`src/rtl/rgb2yv12_pkg.sv`:
```
// Shared types and constants for the RGB to YV12 pixel converter.
// No dependencies; every other file of the block imports this package.
package rgb2yv12_pkg;

  // Width of a frame size register and of the configuration write data.
  localparam int CFG_W     = 13;
  localparam int CFG_IDX_W = 1;

  // Field widths of the result.
  localparam int LUMA_IDX_W   = 24;
  localparam int CHROMA_IDX_W = 22;

  // Sizes after reset.
  localparam logic [CFG_W-1:0] FRAME_WIDTH_RST  = 13'd640;
  localparam logic [CFG_W-1:0] FRAME_HEIGHT_RST = 13'd480;

  // Configuration register indexes.
  typedef enum logic [CFG_IDX_W-1:0] {
    CFG_FRAME_WIDTH  = 1'b0,
    CFG_FRAME_HEIGHT = 1'b1
  } cfg_idx_e;

  // Chroma sample kinds carried by a result.
  typedef enum logic [1:0] {
    CHROMA_NONE = 2'd0,
    CHROMA_U    = 2'd1,
    CHROMA_V    = 2'd2
  } chroma_kind_e;

  // BT.601 integer coefficients.
  localparam logic [15:0] Y_R = 16'd66;
  localparam logic [15:0] Y_G = 16'd129;
  localparam logic [15:0] Y_B = 16'd25;
  localparam logic [15:0] U_R = 16'd38;
  localparam logic [15:0] U_G = 16'd74;
  localparam logic [15:0] U_B = 16'd112;
  localparam logic [15:0] V_R = 16'd112;
  localparam logic [15:0] V_G = 16'd94;
  localparam logic [15:0] V_B = 16'd18;
  localparam logic [15:0] ROUND_HALF   = 16'd128;
  localparam logic [7:0]  LUMA_OFFSET  = 8'd16;
  // Rounding plus a bias of 128 in the upper byte, so the chroma sum stays positive.
  localparam logic [15:0] CHROMA_BIAS  = 16'd32896;

  // One input pixel.
  typedef struct packed {
    logic [7:0] red;
    logic [7:0] green;
    logic [7:0] blue;
  } pixel_t;

  // One output result.
  typedef struct packed {
    logic [7:0]              luma;
    logic [LUMA_IDX_W-1:0]   luma_index;
    logic [1:0]              chroma_kind;
    logic [7:0]              chroma_value;
    logic [CHROMA_IDX_W-1:0] chroma_index;
    logic                    frame_last;
  } result_t;

  // Raster position of a pixel, from the counters to the pipeline.
  typedef struct packed {
    logic [LUMA_IDX_W-1:0]   luma_index;
    logic [1:0]              chroma_kind;
    logic [CHROMA_IDX_W-1:0] chroma_index;
    logic                    frame_last;
  } pos_t;

endpackage

```
`src/rtl/rgb2yv12_if.sv`:
```
// Valid/ready stream interfaces for pixels in and results out.
// Depends on rgb2yv12_pkg for the payload types.
interface rgb2yv12_pix_if;
  import rgb2yv12_pkg::*;

  logic   valid;
  logic   ready;
  pixel_t data;

  modport source (output valid, output data, input ready);
  modport sink (input valid, input data, output ready);
endinterface

interface rgb2yv12_res_if;
  import rgb2yv12_pkg::*;

  logic    valid;
  logic    ready;
  result_t data;

  modport source (output valid, output data, input ready);
  modport sink (input valid, input data, output ready);
endinterface

```
`src/rtl/rgb2yv12_raster.sv`:
```
// Column, row and plane address counters of the raster scan.
// Depends on rgb2yv12_pkg for the position struct and chroma kinds.
module rgb2yv12_raster #(
  parameter int MAX_WIDTH  = 4096,
  parameter int MAX_HEIGHT = 4096
) (
  input  logic                            clk_i,
  input  logic                            rst_ni,
  input  logic [rgb2yv12_pkg::CFG_W-1:0]  frame_width_i,
  input  logic [rgb2yv12_pkg::CFG_W-1:0]  frame_height_i,
  input  logic                            advance_i,
  output rgb2yv12_pkg::pos_t              pos_o
);
  import rgb2yv12_pkg::*;

  localparam int CW  = $clog2(MAX_WIDTH);
  localparam int RW  = $clog2(MAX_HEIGHT);
  localparam int WW  = $clog2(MAX_WIDTH + 1);
  localparam int HW  = $clog2(MAX_HEIGHT + 1);
  localparam int WCW = (WW > CFG_W) ? WW : CFG_W;
  localparam int HCW = (HW > CFG_W) ? HW : CFG_W;
  localparam int PW  = RW + WW;

  logic [CW-1:0]           col_q, col_d;
  logic [RW-1:0]           row_q, row_d, row_next;
  logic [LUMA_IDX_W-1:0]   luma_pos_q, luma_pos_d;
  logic [CHROMA_IDX_W-1:0] row_base_q, row_base_d;
  logic [WW-1:0]           width_eff;
  logic [HW-1:0]           height_eff;
  logic [PW-1:0]           base_prod;
  logic                    row_end;
  logic                    last;
  chroma_kind_e            kind;

  // Clamp the configured sizes to 1..MAX.
  always_comb begin
    if (frame_width_i == '0) begin
      width_eff = WW'(1);
    end else if (WCW'(frame_width_i) > WCW'(MAX_WIDTH)) begin
      width_eff = WW'(MAX_WIDTH);
    end else begin
      width_eff = WW'(frame_width_i);
    end
    if (frame_height_i == '0) begin
      height_eff = HW'(1);
    end else if (HCW'(frame_height_i) > HCW'(MAX_HEIGHT)) begin
      height_eff = HW'(MAX_HEIGHT);
    end else begin
      height_eff = HW'(frame_height_i);
    end
  end

  // End of row and end of frame detection.
  assign row_end = (WW'(col_q) + WW'(1)) >= width_eff;
  assign last    = row_end && ((HW'(row_q) + HW'(1)) >= height_eff);

  // Chroma sites: U on even row and column, V on odd row and column.
  always_comb begin
    if (!row_q[0] && !col_q[0]) begin
      kind = CHROMA_U;
    end else if (row_q[0] && col_q[0]) begin
      kind = CHROMA_V;
    end else begin
      kind = CHROMA_NONE;
    end
  end

  // Position of the current pixel.
  always_comb begin
    pos_o.luma_index   = luma_pos_q;
    pos_o.chroma_kind  = kind;
    pos_o.chroma_index = '0;
    if (kind != CHROMA_NONE) begin
      pos_o.chroma_index = row_base_q + CHROMA_IDX_W'(col_q >> 1);
    end
    pos_o.frame_last   = last;
  end

  // Base of the next chroma row, from the row number after the increment.
  assign row_next  = row_q + RW'(1);
  assign base_prod = PW'(row_next >> 1) * PW'(width_eff);

  // Counter update on each accepted pixel.
  always_comb begin
    col_d      = col_q;
    row_d      = row_q;
    luma_pos_d = luma_pos_q;
    row_base_d = row_base_q;
    if (advance_i) begin
      if (last) begin
        col_d      = '0;
        row_d      = '0;
        luma_pos_d = '0;
        row_base_d = '0;
      end else begin
        luma_pos_d = luma_pos_q + LUMA_IDX_W'(1);
        if (row_end) begin
          col_d      = '0;
          row_d      = row_next;
          row_base_d = CHROMA_IDX_W'(base_prod >> 1);
        end else begin
          col_d = col_q + CW'(1);
        end
      end
    end
  end

  always_ff @(posedge clk_i or negedge rst_ni) begin
    if (!rst_ni) begin
      col_q      <= '0;
      row_q      <= '0;
      luma_pos_q <= '0;
      row_base_q <= '0;
    end else begin
      col_q      <= col_d;
      row_q      <= row_d;
      luma_pos_q <= luma_pos_d;
      row_base_q <= row_base_d;
    end
  end

  // The last pixel of a frame brings every counter back to the origin.
  a_frame_wrap: assert property (@(posedge clk_i) disable iff (!rst_ni)
    advance_i && last |=> col_q == '0 && row_q == '0 && luma_pos_q == '0 && row_base_q == '0)
    else $error("counters did not wrap after the last pixel");

  // A row end inside the frame starts the next row at column zero.
  a_row_wrap: assert property (@(posedge clk_i) disable iff (!rst_ni)
    advance_i && row_end && !last |=> col_q == '0 && row_q == $past(row_q) + RW'(1))
    else $error("row advance failed at the end of a row");

  // Without an accepted pixel the counters hold.
  a_hold: assert property (@(posedge clk_i) disable iff (!rst_ni)
    !advance_i |=> $stable(luma_pos_q) && $stable(col_q) && $stable(row_q))
    else $error("counters moved without an accepted pixel");

endmodule

```
`src/rtl/rgb2yv12_color.sv`:
```
// BT.601 color arithmetic: luma and the U or V sample of one pixel.
// Depends on rgb2yv12_pkg for coefficients and chroma kinds.
module rgb2yv12_color (
  input  rgb2yv12_pkg::pixel_t  pixel_i,
  input  logic [1:0]            chroma_kind_i,
  output logic [7:0]            luma_o,
  output logic [7:0]            chroma_value_o
);
  import rgb2yv12_pkg::*;

  logic [15:0] r, g, b;
  logic [15:0] luma_sum;
  logic [15:0] u_sum;
  logic [15:0] v_sum;

  assign r = 16'(pixel_i.red);
  assign g = 16'(pixel_i.green);
  assign b = 16'(pixel_i.blue);

  // Luma with rounding, then the footroom offset.
  assign luma_sum = Y_R * r + Y_G * g + Y_B * b + ROUND_HALF;
  assign luma_o   = luma_sum[15:8] + LUMA_OFFSET;

  // Chroma differences biased so the sum never goes negative.
  assign u_sum = U_B * b + CHROMA_BIAS - (U_G * g + U_R * r);
  assign v_sum = V_R * r + CHROMA_BIAS - (V_G * g + V_B * b);

  // Select the sample for this site; zero where the pixel has none.
  always_comb begin
    case (chroma_kind_i)
      CHROMA_U: chroma_value_o = u_sum[15:8];
      CHROMA_V: chroma_value_o = v_sum[15:8];
      default:  chroma_value_o = 8'd0;
    endcase
  end

endmodule

```
`src/rtl/rgb_to_yv12_pixel_converter.sv`:
```
// Top level of the RGB to YV12 pixel converter: frame size registers,
// input register and result register. Depends on rgb2yv12_pkg, the stream
// interfaces, rgb2yv12_raster and rgb2yv12_color.
//
// The block takes one RGB pixel per clock in raster order and gives one
// result per pixel: a registered input stage holds the pixel with its
// raster position, the color arithmetic sits between that stage and the
// result register, and the counters advance at every accepted pixel.
// Sustained rate is one pixel per cycle while the result side takes one
// result per cycle; each stage accepts when it is empty or emptying, so a
// stall on the result side holds at most two pixels. The user must write
// frame sizes only while no pixel is in flight; the block does not enforce
// this. A size of zero acts as one and one above the maximum as the maximum.
module rgb_to_yv12_pixel_converter #(
  parameter int MAX_WIDTH  = 4096,
  parameter int MAX_HEIGHT = 4096
) (
  input  logic                                 clk_i,
  input  logic                                 rst_ni,
  input  logic                                 cfg_we_i,
  input  logic [rgb2yv12_pkg::CFG_IDX_W-1:0]   cfg_idx_i,
  input  logic [rgb2yv12_pkg::CFG_W-1:0]       cfg_wdata_i,
  rgb2yv12_pix_if.sink                         pix_i,
  rgb2yv12_res_if.source                       res_o
);
  import rgb2yv12_pkg::*;

  logic [CFG_W-1:0] frame_width_q, frame_width_d;
  logic [CFG_W-1:0] frame_height_q, frame_height_d;
  logic             accept;
  logic             s1_valid_q, s1_valid_d;
  pixel_t           s1_pixel_q;
  pos_t             s1_pos_q;
  pos_t             pos;
  logic             s2_load;
  logic             res_valid_q, res_valid_d;
  result_t          res_q, res_d;
  logic [7:0]       luma;
  logic [7:0]       chroma_value;

  // Configuration register decode.
  always_comb begin
    frame_width_d  = frame_width_q;
    frame_height_d = frame_height_q;
    if (cfg_we_i) begin
      unique case (cfg_idx_i)
        CFG_FRAME_WIDTH:  frame_width_d  = cfg_wdata_i;
        CFG_FRAME_HEIGHT: frame_height_d = cfg_wdata_i;
        default: ;
      endcase
    end
  end

  always_ff @(posedge clk_i or negedge rst_ni) begin
    if (!rst_ni) begin
      frame_width_q  <= FRAME_WIDTH_RST;
      frame_height_q <= FRAME_HEIGHT_RST;
    end else begin
      frame_width_q  <= frame_width_d;
      frame_height_q <= frame_height_d;
    end
  end

  // Handshake: each stage loads when it is empty or its content moves on.
  assign s2_load     = s1_valid_q && (!res_valid_q || res_o.ready);
  assign pix_i.ready = !s1_valid_q || s2_load;
  assign accept      = pix_i.valid && pix_i.ready;

  assign s1_valid_d  = accept ? 1'b1 : (s2_load ? 1'b0 : s1_valid_q);
  assign res_valid_d = s2_load ? 1'b1 : (res_o.ready ? 1'b0 : res_valid_q);

  // Raster counters, advanced once per accepted transaction.
  rgb2yv12_raster #(
    .MAX_WIDTH  (MAX_WIDTH),
    .MAX_HEIGHT (MAX_HEIGHT)
  ) u_raster (
    .clk_i          (clk_i),
    .rst_ni         (rst_ni),
    .frame_width_i  (frame_width_q),
    .frame_height_i (frame_height_q),
    .advance_i      (accept),
    .pos_o          (pos)
  );

  // Color arithmetic on the registered pixel.
  rgb2yv12_color u_color (
    .pixel_i        (s1_pixel_q),
    .chroma_kind_i  (s1_pos_q.chroma_kind),
    .luma_o         (luma),
    .chroma_value_o (chroma_value)
  );

  always_comb begin
    res_d.luma         = luma;
    res_d.luma_index   = s1_pos_q.luma_index;
    res_d.chroma_kind  = s1_pos_q.chroma_kind;
    res_d.chroma_value = chroma_value;
    res_d.chroma_index = s1_pos_q.chroma_index;
    res_d.frame_last   = s1_pos_q.frame_last;
  end

  // Stage valid flags.
  always_ff @(posedge clk_i or negedge rst_ni) begin
    if (!rst_ni) begin
      s1_valid_q  <= 1'b0;
      res_valid_q <= 1'b0;
    end else begin
      s1_valid_q  <= s1_valid_d;
      res_valid_q <= res_valid_d;
    end
  end

  // Stage payloads.
  always_ff @(posedge clk_i) begin
    if (accept) begin
      s1_pixel_q <= pix_i.data;
      s1_pos_q   <= pos;
    end
    if (s2_load) begin
      res_q <= res_d;
    end
  end

  assign res_o.valid = res_valid_q;
  assign res_o.data  = res_q;

  // A result without chroma carries zero chroma value and index.
  a_no_chroma_zero: assert property (@(posedge clk_i) disable iff (!rst_ni)
    res_valid_q && res_q.chroma_kind == CHROMA_NONE |->
      res_q.chroma_value == 8'd0 && res_q.chroma_index == '0)
    else $error("chroma fields set on a pixel without chroma");

  // Luma always lies in the studio range.
  a_luma_range: assert property (@(posedge clk_i) disable iff (!rst_ni)
    res_valid_q |-> res_q.luma >= 8'd16 && res_q.luma <= 8'd235)
    else $error("luma outside 16..235");

  // A held input stage keeps its content while the result side is stalled.
  a_stage_hold: assert property (@(posedge clk_i) disable iff (!rst_ni)
    s1_valid_q && !s2_load |=> s1_valid_q && $stable(s1_pos_q))
    else $error("input stage lost a pixel during a stall");

endmodule
```
`src/flat_wrapper.sv`:
```
// flat-port wrapper written by rule: the top's interface ports become plain ports
module rgb_to_yv12_pixel_converter_flat import rgb2yv12_pkg::*;
#(
  parameter int MAX_WIDTH  = 4096,
  parameter int MAX_HEIGHT = 4096
)
  (clk_i, rst_ni, cfg_we_i, cfg_idx_i, cfg_wdata_i, pix_i_valid, pix_i_data, pix_i_ready, res_o_valid, res_o_data, res_o_ready);
  rgb2yv12_pix_if pix_i_i ();
  rgb2yv12_res_if res_o_i ();
  input  logic clk_i;
  input  logic rst_ni;
  input  logic cfg_we_i;
  input  logic [rgb2yv12_pkg::CFG_IDX_W-1:0] cfg_idx_i;
  input  logic [rgb2yv12_pkg::CFG_W-1:0] cfg_wdata_i;
  input wire logic [$bits(pix_i_i.valid)-1:0] pix_i_valid;
  input wire logic [$bits(pix_i_i.data)-1:0] pix_i_data;
  output wire logic [$bits(pix_i_i.ready)-1:0] pix_i_ready;
  output wire logic [$bits(res_o_i.valid)-1:0] res_o_valid;
  output wire logic [$bits(res_o_i.data)-1:0] res_o_data;
  input wire logic [$bits(res_o_i.ready)-1:0] res_o_ready;
  assign pix_i_i.valid = pix_i_valid;
  assign pix_i_i.data = pix_i_data;
  assign pix_i_ready = pix_i_i.ready;
  assign res_o_valid = res_o_i.valid;
  assign res_o_data = res_o_i.data;
  assign res_o_i.ready = res_o_ready;
  rgb_to_yv12_pixel_converter #(.MAX_WIDTH(MAX_WIDTH), .MAX_HEIGHT(MAX_HEIGHT)) u_core (.clk_i(clk_i), .rst_ni(rst_ni), .cfg_we_i(cfg_we_i), .cfg_idx_i(cfg_idx_i), .cfg_wdata_i(cfg_wdata_i), .pix_i(pix_i_i), .res_o(res_o_i));
endmodule
```
`config.mk`:
```
export PLATFORM = sky130hd
export DESIGN_NAME = rgb_to_yv12_pixel_converter_flat
export DESIGN_NICKNAME = d
export VERILOG_FILES = /design/src/rtl/rgb2yv12_pkg.sv /design/src/rtl/rgb2yv12_if.sv /design/src/rtl/rgb2yv12_raster.sv /design/src/rtl/rgb2yv12_color.sv /design/src/rtl/rgb_to_yv12_pixel_converter.sv /design/src/flat_wrapper.sv
export SDC_FILE = /design/constraint.sdc
export NUM_CORES = 1
export LEC_CHECK = 0
export BUFFER_PORTS_ARGS = -buffer_cell sky130_fd_sc_hd__buf_4
export CAP_MARGIN = 10
export CORE_AREA = 3 3 180 358
export DETAILED_ROUTE_END_ITERATION = 8
export DIE_AREA = 0 0 183 361
export PLACE_DENSITY = 0.56
export SYNTH_ARGS = -nofsm -noshare
export SYNTH_HDL_FRONTEND = slang
export SYNTH_SLANG_ARGS = --single-unit
```
`constraint.sdc`:
```
create_clock -name clk_i -period 8.8 [get_ports clk_i]
set_input_delay 1.32 -clock clk_i [delete_from_list [all_inputs] [get_ports clk_i]]
set_output_delay 1.32 -clock clk_i [all_outputs]
set_load 0.02 [all_outputs]
```
==> run metrics, run 1 <==
total iterations of the first detailed-routing run=5; post-layout utilization of the core=39.20%; post-CTS resize count=0; category of the most critical setup path=reg -> reg; number of hold violations in the final report=0; Skew-Pair Late Insertion Delay=about 0.59 ns; critical-path maximum fanout=9; EDFF count, synth=138; number of filler instances in the final layout=6108; Floorplan Core Area=61980 µm²; slowest stage delay, CP=0.55 ns; diodes inserted=0; hold path cells=0; count of mapped cells out of synthesis=2068; r2r endpoint=u_core.u_raster.row_base_q[19]$_DFFE_PN0P_; kind of end point of the critical path=flop; maximum operating frequency=138.0 MHz; top cell type's share of synthesized area=19.17%; final setup violation count=0; antenna violations before repair=0; period utilization=82.36%; Hold Path End=u_core.res_o.data[9]$_DFFE_PP_; Root Driver=clkbuf_16; headroom to the max-slew limit=17.74%; Setup Fix Bufs, Post-CTS=0; Placed Area=23430 µm²; TritonCTS Buffers=26; sum of overflow across all layers after global routing=0; number of distinct standard cells referenced by the synthesized netlist=71; number of nets with antenna violations after detailed routing=0; Slew Limit Fails=0; worst slew pin tran=~1.2 ns; flip-flop cell with the highest count after synthesis=edfxtp_1; vias post-DR=15180; Post-route DRC=0; leakage power=0.01172 µW; critical-path cell list=ha_1, nand2_1, nor2_1, and3_1, xnor2_1, clkinv_1, nand2_1, fa_1, inv_1, fa_1, fa_1, fa_1, inv_1, fa_1, inv_1, ha_1, a21oi_1, o21ai_0, a221oi_1, o21ai_0, o2111ai_1, nand3b_1, xor2_1, a22o_1; combined global-route utilization of all metal layers=around 18%; total power per unit cell area=273.8 nW/µm²; Yosys top cell by area=edfxtp_1; relative area change from synthesis to final layout=12.40%; HPWL Detailed=~49000 µm; number of buffers between clock root and the deepest sink=3; number of nets in the synthesized netlist=2626; Total Nets Final=approximately 2700; depth of the most critical reg-to-reg path=24; num ports=110; initial detailed-routing violation count=531; H-tree level count=1; standard cell with the maximum stage delay on the critical path=fa_1; data required time of the worst path=9.25 ns; cts hold-fix bufs=0; Hold Crit Class=reg -> reg; area of the mapped netlist=21610 µm²; area of all placed cells without fillers=24290 µm²; die span in y=361 µm; weighted congestion at the end of routability-driven global placement=just over 0.9; VDD IR max=between 0.2 and 0.3 mV; post-synthesis sequential element count=236; clock tree from TritonCTS=built; most used cell, CP=fa_1; setup_tns=0 ns; total power of the final layout=6652 µW; result of the run=complete, no violations; Critical Path Source Type=flop; FF/Latch Area=between 6000 and 7000 µm²; clock edge transition at the registers on the reported setup and hold paths=approximately 0.08 ns; overall routed net length=59670 µm; maximum number of pins on one net before global-route repair=74; sequential area share after synthesis=30.55%; critical path arrival=7.70 ns; FF-to-FF Start=u_core.u_raster.row_q[0]$_DFFE_PN0P_; initial cell density of the core=34.87%; Wirelength per Cell=between 15 and 20 µm; final-layout worst hold slack=roughly 0.41 ns; number of core rows=129; x dimension of the die=183 µm; commonest non-fill, non-tap cells in the layout=inv_1, ha_1, fa_1, nand2_1, edfxtp_1; number of sinks handled by clock tree synthesis=236; Post-synth ARST share=41.53%; leading cell type in the layout, fill and taps excluded=inv_1; ratio of cells with drive above 1 in the final layout=9.778%; setup skew after layout=0.03082 ns; drt via density=5.068; biggest area contributors in the synthesized netlist=edfxtp_1, ha_1, fa_1; Min-Delay Startpoint=u_core.res_d[9]$_SDFFCE_PN0P_; register-to-register setup slack=1.55 ns; unrepaired setup endpoints after global routing=false; # port buffers=approximately 110; fin crit period=just over 7 ns; max-cap violation count=0; area of the multi-input gates=13530 µm²; total number of yosys warnings=0; first-pass GRT wire length=92170 µm; per-instance average area after synthesis=about 10 µm²; via count of the first global-routing pass=16710; die footprint=66060 µm²
area by class of cell:
cell class                      instances  area share (%)
Multi-Input combinational cell       1439           55.69
Sequential cell                       236           27.18
Inverter                              357           5.526
Tap cell                              786           4.048
Timing Repair Buffer                  129           3.986
Clock buffer                           35           2.817
Clock inverter                         13          0.7468
worst max-delay path: cells and delay by family, from the launching register on:
kind	cells	cell delay (ns)
compound gates	6	1.47
xor+xnor	2	0.70
fa+ha+maj	7	3.11
buf+inv	4	0.65
flops	1	0.45
simple gates	5	0.75
synthesized netlist by cell type (29+ instances only):
| library cell | n |
|---|---|
| nor2b_1 | 30 |
| fa_1 | 185 |
| clkbuf_1 | 29 |
| edfxtp_1 | 138 |
| inv_1 | 351 |
| ha_1 | 330 |
| dfrtp_1 | 92 |
| a21oi_1 | 70 |
| nor2_1 | 130 |
| xor2_1 | 45 |
| o21ai_0 | 49 |
| nand3_1 | 30 |
| nand2_1 | 161 |
| xnor2_1 | 90 |
layer usage:
| layer | global-route usage [%] | wire (µm) |
|---|---|---|
| met1 | 16.52 | 19280 |
| met2 | 36.91 | 34090 |
| met3 | 1.781 | 1661 |
| met4 | 11.80 | 4642 |
| met5 | 0 | 0 |
cells by family (layout without fill, tap and decap cells):
group / count (synthesis) / after routing / synth area share, %
AO/OA/AOI/OAI: 276 / 276 / 8.782
XOR/XNOR: 135 / 135 / 5.471
adder cells (fa/ha/maj): 515 / 515 / 36.24
buffers and inverters: 393 / 534 / 6.860
flip-flops: 236 / 236 / 30.55
multiplexers: 29 / 29 / 1.499
AND/OR/NAND/NOR: 484 / 484 / 10.59
report_power, final:
group	switching [µW]	internal, µW
logic	2250	1700
clock network	490	644
registers	145	1420
flip-flops by register name, summed over array words and instances (netlist names), 13 cells and up:
register / flops
u_core.res_o.data: 65
u_core.res_d: 49
u_core.s1_pixel_q: 24
u_core.u_raster.luma_pos_q: 24
u_core.u_raster.row_base_q: 22
u_core.frame_height_q: 13
u_core.frame_width_q: 13
through the flow:
step	cells	setup WS, ns
finish	2995	1.552
global route	2995	1.049
CTS	2995	1.501
detailed placement	2947	1.556
global placement	2947	1.718
floorplan	2068	2.579
how the worst max path moves through the flow:
stage,startpoint,endpoint,slack (ns)
3_5_place_dp,u_core.u_raster.row_q[0]$_DFFE_PN0P_,u_core.u_raster.row_base_q[19]$_DFFE_PN0P_,1.56
3_3_place_gp,u_core.u_raster.row_q[0]$_DFFE_PN0P_,u_core.u_raster.row_base_q[19]$_DFFE_PN0P_,1.72
4_1_cts,u_core.u_raster.row_q[0]$_DFFE_PN0P_,u_core.u_raster.row_base_q[19]$_DFFE_PN0P_,1.50
5_1_grt,u_core.u_raster.row_q[0]$_DFFE_PN0P_,u_core.u_raster.row_base_q[21]$_DFFE_PN0P_,1.05
6_report,u_core.u_raster.row_q[0]$_DFFE_PN0P_,u_core.u_raster.row_base_q[19]$_DFFE_PN0P_,1.55
2_1_floorplan,u_core.u_raster.row_q[0]$_DFFE_PN0P_,u_core.u_raster.row_base_q[19]$_DFFE_PN0P_,2.58
Power figures use the tool's default switching activity.
==> run 2, diff against run 1 <==
PLACE_DENSITY = 0.58   (was 0.56)
clock period = 6.3 ns   (was 8.8 ns; I/O delays follow)
==> run 2 against run 1 <==
Effect of this change: critical path depth grew 3; sequential share of layout area shrank 0.83 points; combinational power grew 50%; design area grew 3.1%; clock power grew 29%; clock-buffer cell count is the same; global-route usage grew 0.091 points; power grew 43%; sequential cell count is the same.
==> run metrics, run 2 (same netlist as run 1, synthesis figures left out) <==
result of the run=complete, no violations; relative area change from synthesis to final layout=15.93%; combined global-route utilization of all metal layers=18.26% (+0.091 points); number of core rows=129 (unchanged); register-to-register setup slack=0.26 ns (-1.30 ns); Floorplan Core Area=61980 µm² (unchanged); die span in y=361 µm (unchanged); Hold Crit Class=in -> async; total iterations of the first detailed-routing run=6 (+1); number of nets with antenna violations after detailed routing=0 (unchanged); final setup violation count=0 (unchanged); period utilization=95.94% (+14 points); post-layout utilization of the core=40.43% (+1.2 points); leading cell type in the layout, fill and taps excluded=inv_1; depth of the most critical reg-to-reg path=27 (+13%); number of buffers between clock root and the deepest sink=3 (unchanged); maximum operating frequency=165.4 MHz (+20%); Largest register FFs=65 (unchanged); Non-Filler Instances=3081 (+2.9%); fin crit period=6.044 ns (-1.204 ns); number of sinks handled by clock tree synthesis=236 (unchanged); Root Driver=clkbuf_16; Slew Limit Fails=0 (unchanged); first-pass GRT wire length=93150 µm (+1.1%); clock edge transition at the registers on the reported setup and hold paths=0.07 ns (about the same); # placed instances=3024 (+2.6%); critical path arrival=6.51 ns (-1.19 ns); category of the most critical setup path=reg -> reg; sum of overflow across all layers after global routing=0 (unchanged); # port buffers=109 (unchanged); final-layout worst hold slack=0.3818 ns (-0.03220 ns); headroom to the max-slew limit=42.67% (+25 points); die footprint=66060 µm² (unchanged); clock tree from TritonCTS=built; ratio of cells with drive above 1 in the final layout=14.30% (+4.5 points); cts hold-fix bufs=0 (unchanged); number of hold violations in the final report=0 (unchanged); kind of end point of the critical path=flop; Skew-Pair Late Insertion Delay=0.57 ns (-0.02 ns); VDD IR max=0.2797 mV (+0.61%); Total Nets Final=2833 (+3.1%); HPWL Detailed=49600 µm (+1.7%); commonest non-fill, non-tap cells in the layout=inv_1, ha_1, buf_4, fa_1, nand2_1; total power of the final layout=9534 µW (+43%); Wirelength per Cell=19.35 µm (-2.9%); Post-route DRC=0 (unchanged); initial cell density of the core=34.87% (unchanged); vias post-DR=15460 (+1.9%); FF-to-FF Start=u_core.u_raster.row_q[1]$_DFFE_PN0P_; num ports=110 (unchanged); via count of the first global-routing pass=17220 (+3.1%); weighted congestion at the end of routability-driven global placement=0.9359 (+1.8%); antenna violations before repair=1 (+1); leakage power=0.01214 µW (+3.6%); max-cap violation count=0 (unchanged); number of filler instances in the final layout=6088 (-0.33%); initial detailed-routing violation count=643 (+21%); total power per unit cell area=380.5 nW/µm² (+39%); r2r endpoint=u_core.u_raster.row_base_q[21]$_DFFE_PN0P_; setup skew after layout=0.01797 ns (-0.01285 ns); drt via density=5.018 (-0.99%); critical-path maximum fanout=5 (-4); maximum number of pins on one net before global-route repair=59 (-20%); data required time of the worst path=6.76 ns (-2.49 ns); x dimension of the die=183 µm (unchanged); overall routed net length=59610 µm (-0.10%); H-tree level count=1 (unchanged); TritonCTS Buffers=25 (-3.8%); worst slew pin tran=0.8600 ns (-0.3714 ns); Critical Path Source Type=flop
-- run 2: cell count changes in the layout (fill, tap and decap cells not counted), moves of 4 or more --
cell      change
buf_4        +83
clkbuf_8      +4
ha_1          -5
inv_6         -4
o21ai_0       -5
o21ai_1       +4
-- run 2: worst max-delay path by stage --
stage                                                       to  slack, ns                                 start  depth (start not counted)
finish              u_core.u_raster.row_base_q[21]$_DFFE_PN0P_       0.26  u_core.u_raster.row_q[1]$_DFFE_PN0P_                         27
global route        u_core.u_raster.row_base_q[21]$_DFFE_PN0P_      -0.02  u_core.u_raster.row_q[0]$_DFFE_PN0P_                         25
global placement    u_core.u_raster.row_base_q[19]$_DFFE_PN0P_     -0.003  u_core.u_raster.row_q[1]$_DFFE_PN0P_                         27
CTS                            u_core.res_o.data[30]$_DFFE_PP_      0.008       u_core.s1_pixel_q[11]$_DFFE_PP_                         24
detailed placement  u_core.u_raster.row_base_q[21]$_DFFE_PN0P_      -0.08  u_core.u_raster.row_q[1]$_DFFE_PN0P_                         27
floorplan           u_core.u_raster.row_base_q[19]$_DFFE_PN0P_       0.08  u_core.u_raster.row_q[0]$_DFFE_PN0P_                         24
-- run 2: final cells by class --
type	count	area [µm²]	area share [%]
well taps	786	983.4	3.925
repair buffers	216	1663	6.636
clock buffers	35	703.2	2.806
clock inverters	11	80.08	0.3196
diodes	1	2.502	0.009987
flip-flops and latches	236	6604	26.36
multi-input cells	1439	13680	54.59
inverters	357	1343	5.358
-- run 2: through the flow --
stage | TNS, ns | worst slack [ns] | instance area (µm²)
2_1_floorplan | 0 | 0.07888 | 21610
3_3_place_gp | -0.002604 | -0.002604 | 24040
3_5_place_dp | -0.1413 | -0.08315 | 24040
4_1_cts | 0 | 0.007790 | 24840
5_1_grt | -0.02009 | -0.01749 | 25060
6_report | 0 | 0.2556 | 25060
-- run 2: routing by layer --
| metal | track usage [%] | up-vias | wire length, µm |
|---|---|---|---|
| li1 | - | 7312 | - |
| met1 | 16.39 | 7704 | 19120 |
| met2 | 38.24 | 285 | 34960 |
| met3 | 1.499 | 160 | 1426 |
| met4 | 10.44 | 0 | 4103 |
| met5 | 0 | - | 0 |
-- run 2: where the power goes --
part | total (µW) | switching [µW] | leakage, µW | internal (µW)
Sequential | 2160 | 171 | 0.00262 | 1990
Combinational | 5920 | 3350 | 0.00915 | 2570
Clock | 1460 | 669 | 0.000376 | 787
-- run 2: what timing repair did --
action                     4_1_cts  5_1_grt
pin swaps                        0       17
setup buffers                    0        9
setup endpoints to repair        2       12
resized for setup                3       33
-- run 2: worst max-delay path, stage by stage (launching register included) --
cell and delay (ns):
dfrtp_1 0.42, ha_2 0.20, nand2_2 0.09, nor2_4 0.05
and3_1 0.19, xnor2_1 0.12, buf_4 0.15, clkinv_1 0.05
buf_4 0.12, nand2_1 0.07, fa_1 0.46, fa_1 0.50
fa_1 0.50, inv_1 0.06, fa_1 0.55, inv_1 0.07
fa_1 0.54, inv_1 0.07, ha_4 0.24, a21oi_2 0.18
o21ai_2 0.10, a221oi_2 0.24, o21ai_1 0.09, buf_4 0.16
o2111ai_4 0.21, a31oi_2 0.12, xnor2_1 0.14, o31ai_1 0.24
